File: config.mk
export PLATFORM = sky130hd
export DESIGN_NAME = mtg_mul
export DESIGN_NICKNAME = d
export VERILOG_FILES = /design/src/design/mtg_mul.sv
export SDC_FILE = /design/constraint.sdc
export NUM_CORES = 1
export LEC_CHECK = 0
export BUFFER_PORTS_ARGS = -buffer_cell sky130_fd_sc_hd__buf_2
export CORE_MARGIN = 2
export CORE_UTILIZATION = 59
export DETAILED_ROUTE_END_ITERATION = 12
export PLACE_DENSITY = 0.92
export SKIP_LAST_GASP = 1
export SLEW_MARGIN = 20
export SYNTH_ARGS = -nofsm -noshare
export SYNTH_HDL_FRONTEND = slang
export SYNTH_SLANG_ARGS = --single-unit
File: constraint.sdc
create_clock -name aclk -period 7.55 [get_ports aclk]
set_input_delay 1.51 -clock aclk [delete_from_list [all_inputs] [get_ports aclk]]
set_output_delay 1.51 -clock aclk [all_outputs]
set_load 0.03 [all_outputs]
File: src/design/mtg_mul.sv
// Shared 32x32 multiplier, low word kept, result registered.
module mtg_mul (
    input  logic        aclk,
    input  logic [31:0] mul_a,
    input  logic [31:0] mul_b,
    output logic [31:0] prod_reg
);

    logic [63:0] full;

    assign full = 64'(mul_a) * 64'(mul_b);

    always_ff @(posedge aclk) begin
        prod_reg <= full[31:0];
    end

endmodule

# After elaboration in Yosys (flattened, before gate mapping)
# Index checks and enable logic that the tools add are counted.
[op_classes]
mul = 1
[op_table]
columns = ["op", "n"]
rows = [
  ["$mul A32 B32 Y32", 1],
]
[totals]
ff_bits = 32
in_bits = 65
output_inout_bits = 32
wordCells = 2

# Depth between registers and ports, before layout
[logic_depth]
depth_word = 1
ltp_mapped = 26
mapped_depth_nobuf = 24

# Worst setup path after synthesis
# OpenSTA, ideal clock, no wires.
[synth_path]
path_type = "input -> register"
start = "in mul_b[3]"
end = "reg prod_reg[29]"
setup_ns = 0.062
t_arrival_ns = 7.846
required_ns = 7.488
setup_slack_ns = -0.358
cell_stages = 24
n_path_buf = 2
path_cell_list = "clkbuf_1 clkbuf_1 and2_1 fa_1 inv_1 fa_1 fa_1 fa_1 inv_1 fa_1 inv_1 fa_1 inv_1 fa_1 fa_1 ha_1 and4_1 and2_2 o31ai_1 o211a_1 a21oi_2 a41o_1 or4_1 nand3_1"
[synth_via]
elab_chain_cells = 1
[synth_rtl]
columns = ["element", "line", "text"]
rows = [
  ["from (decl)", "5", "input logic [31:0] mul_b,"],
  ["$mul A32 B32 Y32", "11", "assign full = 64'(mul_a) * 64'(mul_b);"],
  ["named net full[29]", "9", "logic [63:0] full;"],
  ["to (signal assigned)", "14", "prod_reg <= full[31:0];"],
  ["to (decl)", "6", "output logic [31:0] prod_reg"],
]
# The timed path passes the listed nets, and every way through them passes these cells.

# Final worst setup path
[layout_path]
start = "in mul_a[14]"
end = "reg prod_reg[31]"
[layout_via]
elab_chain_cells = 1
[layout_rtl]
columns = ["element", "line", "text"]
rows = [
  ["from (decl)", "4", "input logic [31:0] mul_a,"],
  ["$mul A32 B32 Y32", "11", ""],
  ["named net full[31]", "9", ""],
]
# The timed path passes the listed nets, and every way through them passes these cells.

==> impl_metrics.env <==
export IMPL_layout_min_cycle_time_ns=7.66
export IMPL_worstPathArrival_ns=7.86
export IMPL_ys_flop_type="dfxtp_1"
export IMPL_drtAntennaViolNets=0
export IMPL_synth_warnings=0
export IMPL_slowest_stage="fa_1"
export IMPL_core_area_um2=27600
export IMPL_crit_path_frequent_cell="fa_1"
export IMPL_vias=12900
export IMPL_syn_nets=2337
export IMPL_final_nets=2530
export IMPL_clock_sinks=32
export IMPL_cp_num_buf_inv=4
export IMPL_syn_area_um2=16400
export IMPL_setup_viol=2
export IMPL_synth_seq_area_share_pct=3.90
export IMPL_place_congestion=0.960
export IMPL_critPathMaxFanout=8
export IMPL_port_buffers=96
export IMPL_largest_register_ff_count=32
export IMPL_rsz0062_at_grt="yes"
export IMPL_grt_usage_pct=34.0
export IMPL_worst_setup_path_start_kind="primary input"
export IMPL_dr_first_iter_drc_count=1004
export IMPL_cts_max_path_buffers=2
export IMPL_crit_path_cell_trace="buf_2, and2_4, fa_1, fa_1, fa_1, inv_2, fa_1, inv_2, fa_1, fa_1, fa_1, fa_2, ha_4, and4_4, and2_4, nand3_2, o211a_4, a21oi_4, a41o_1, buf_6, a221oi_4, xnor2_1"
export IMPL_grt_max_degree=22
export IMPL_hp_class="primary input to register"
export IMPL_cap_violations=0
export IMPL_drcViolationCount=0
export IMPL_fin_ws_ns=-0.108
export IMPL_holdBufCountCts=0
export IMPL_cts_root_buffer="clkbuf_16"
export IMPL_cts_max_level=2
export IMPL_post_drt_wl_per_cell_um=20.1
export IMPL_final_cell_mix="396 x fa_1, 352 x and2_1, 350 x inv_1, 169 x nand2_1, 155 x buf_4"
export IMPL_dr_pass1_iters=5
export IMPL_syn_avg_cell_area_um2=9.43
export IMPL_violations="setup timing"
export IMPL_final_common_cell="fa_1"
export IMPL_ioPinCount=97
export IMPL_cp_slowest_stage_delay_ns=0.56
export IMPL_rows=61
export IMPL_fillers=1947
export IMPL_clk_pin_slew_ns=0.06
export IMPL_final_layout_size_suffix_gt1_share_pct=18.4
export IMPL_worst_pin_slew_ns=0.627
export IMPL_cts_tree="yes"
export IMPL_yosysUniqueCellTypes=45
export IMPL_slew_viol_final=0
export IMPL_async_reset_ff_share_pct=0
export IMPL_area_growth_pct=16.4
export IMPL_outcome="finished with violations"
export IMPL_dieHeight_um=171
export IMPL_drt_vias_per_instance=5.59
export IMPL_hold_violations=0
export IMPL_cp_top_family="adder cells"
export IMPL_worstPathRequired_ns=7.75
export IMPL_dieArea_um2=29200
export IMPL_period_share_pct=101
export IMPL_path_class="primary input to register"
export IMPL_synth_edf_count=0
export IMPL_die_x_um=171
export IMPL_dp_hpwl_um=38100
export IMPL_synth_seq_cells=32
export IMPL_antenna_found_initial=3
export IMPL_fin_util_pct=69.2
export IMPL_cp_end_kind="register"
export IMPL_slew_limit_headroom_pct=57.8
export IMPL_grt_pass1_wl_um=74900
export IMPL_cts_buffers=5
export IMPL_wirelength_um=46600
export IMPL_grt_pass1_vias=14800
export IMPL_start_util_pct=59.5
export IMPL_synth_cells=1741
export IMPL_grt_ovfl_total=0
export IMPL_fmax_mhz=131
==> through the flow <==
stage               setup WS (ns)  hold slack [ns]  setup TNS (ns)  instance area, µm²  instances
finish                     -0.108             1.79          -0.192               19100       2316
global route               -0.247             1.81          -0.569               19100       2316
CTS                       -0.0196             1.79         -0.0326               18900       2312
detailed placement         -0.720             1.94           -4.22               18400       2296
global placement           -0.473             1.94           -2.31               18400       2296
floorplan                  -0.122             1.64          -0.122               16500       1741
==> worst paths after layout <==
kind | slack [ns] | from | depth (start not counted) | to
hold / removal | 1.79 | mul_b[1] | 4 | prod_reg[1]
setup / recovery | -0.11 | mul_a[14] | 22 | prod_reg[31]
==> logic make-up (layout without fill, tap and decap cells) <==
kind of cell               count (synthesis)  in the layout  synth area share [%]
and+or+nand+nor                          575            575                  19.1
AOI/OAI and AO/OA                         76             76                  3.26
xor gates and xnor gates                  84             84                  4.48
other                                      0              3                     0
DFF                                       32             32                  3.90
adders and majority gates                531            531                  59.1
buffers and inverters                    443            637                  10.1
==> cells in the mapped netlist (all sizes together) (3+ instances only) <==
master	number	area, µm²
a211oi	5	42.5
a21o	10	81.3
a21oi	23	119
and2	369	2310
and3	3	21.3
clkbuf	80	300
dfxtp	32	641
fa	408	8170
ha	123	1540
inv	363	1360
nand2	169	634
nand3	7	35.0
nor2	11	41.3
nor3	5	25.0
o211ai	3	22.5
o21a	4	30.0
o21ai	11	55.1
o21bai	6	45.0
xnor2	65	569
xor2	19	166
==> routing by layer <==
| metal | global-route usage, % | vias up | wire length (µm) |
|---|---|---|---|
| li1 | - | 5445 | - |
| met1 | 41.4 | 6477 | 16500 |
| met2 | 57.4 | 776 | 22800 |
| met3 | 5.18 | 238 | 4080 |
| met4 | 20.6 | 0 | 3140 |
| met5 | 0 | - | 0 |
==> final cells by class <==
cell class / instances / area, µm² / area share [%]
diodes: 3 / 7.51 / 0.0393
clock buffers: 7 / 143 / 0.746
clock inverters: 1 / 7.51 / 0.0393
inverters: 363 / 1360 / 7.13
multi-input cells: 1266 / 14500 / 75.7
flip-flops and latches: 32 / 641 / 3.35
well taps: 378 / 473 / 2.47
repair buffers: 266 / 2020 / 10.6
==> what timing repair did <==
action / CTS / global route
gates resized for setup: 73 / 55
endpoints found under the setup margin: 6 / 8
pin swaps: 44 / 43
setup buffers: 8 / 2
cloned: 1 / 0
==> worst min-delay path, stage by stage <==
cell    delay (ns)
buf_2         0.14
buf_12        0.16
and2_1        0.14
ha_1          0.12
Power is left out: the tool's default activity adds up to more than one toggle a clock period on the data nets, which glitch-free logic cannot reach.
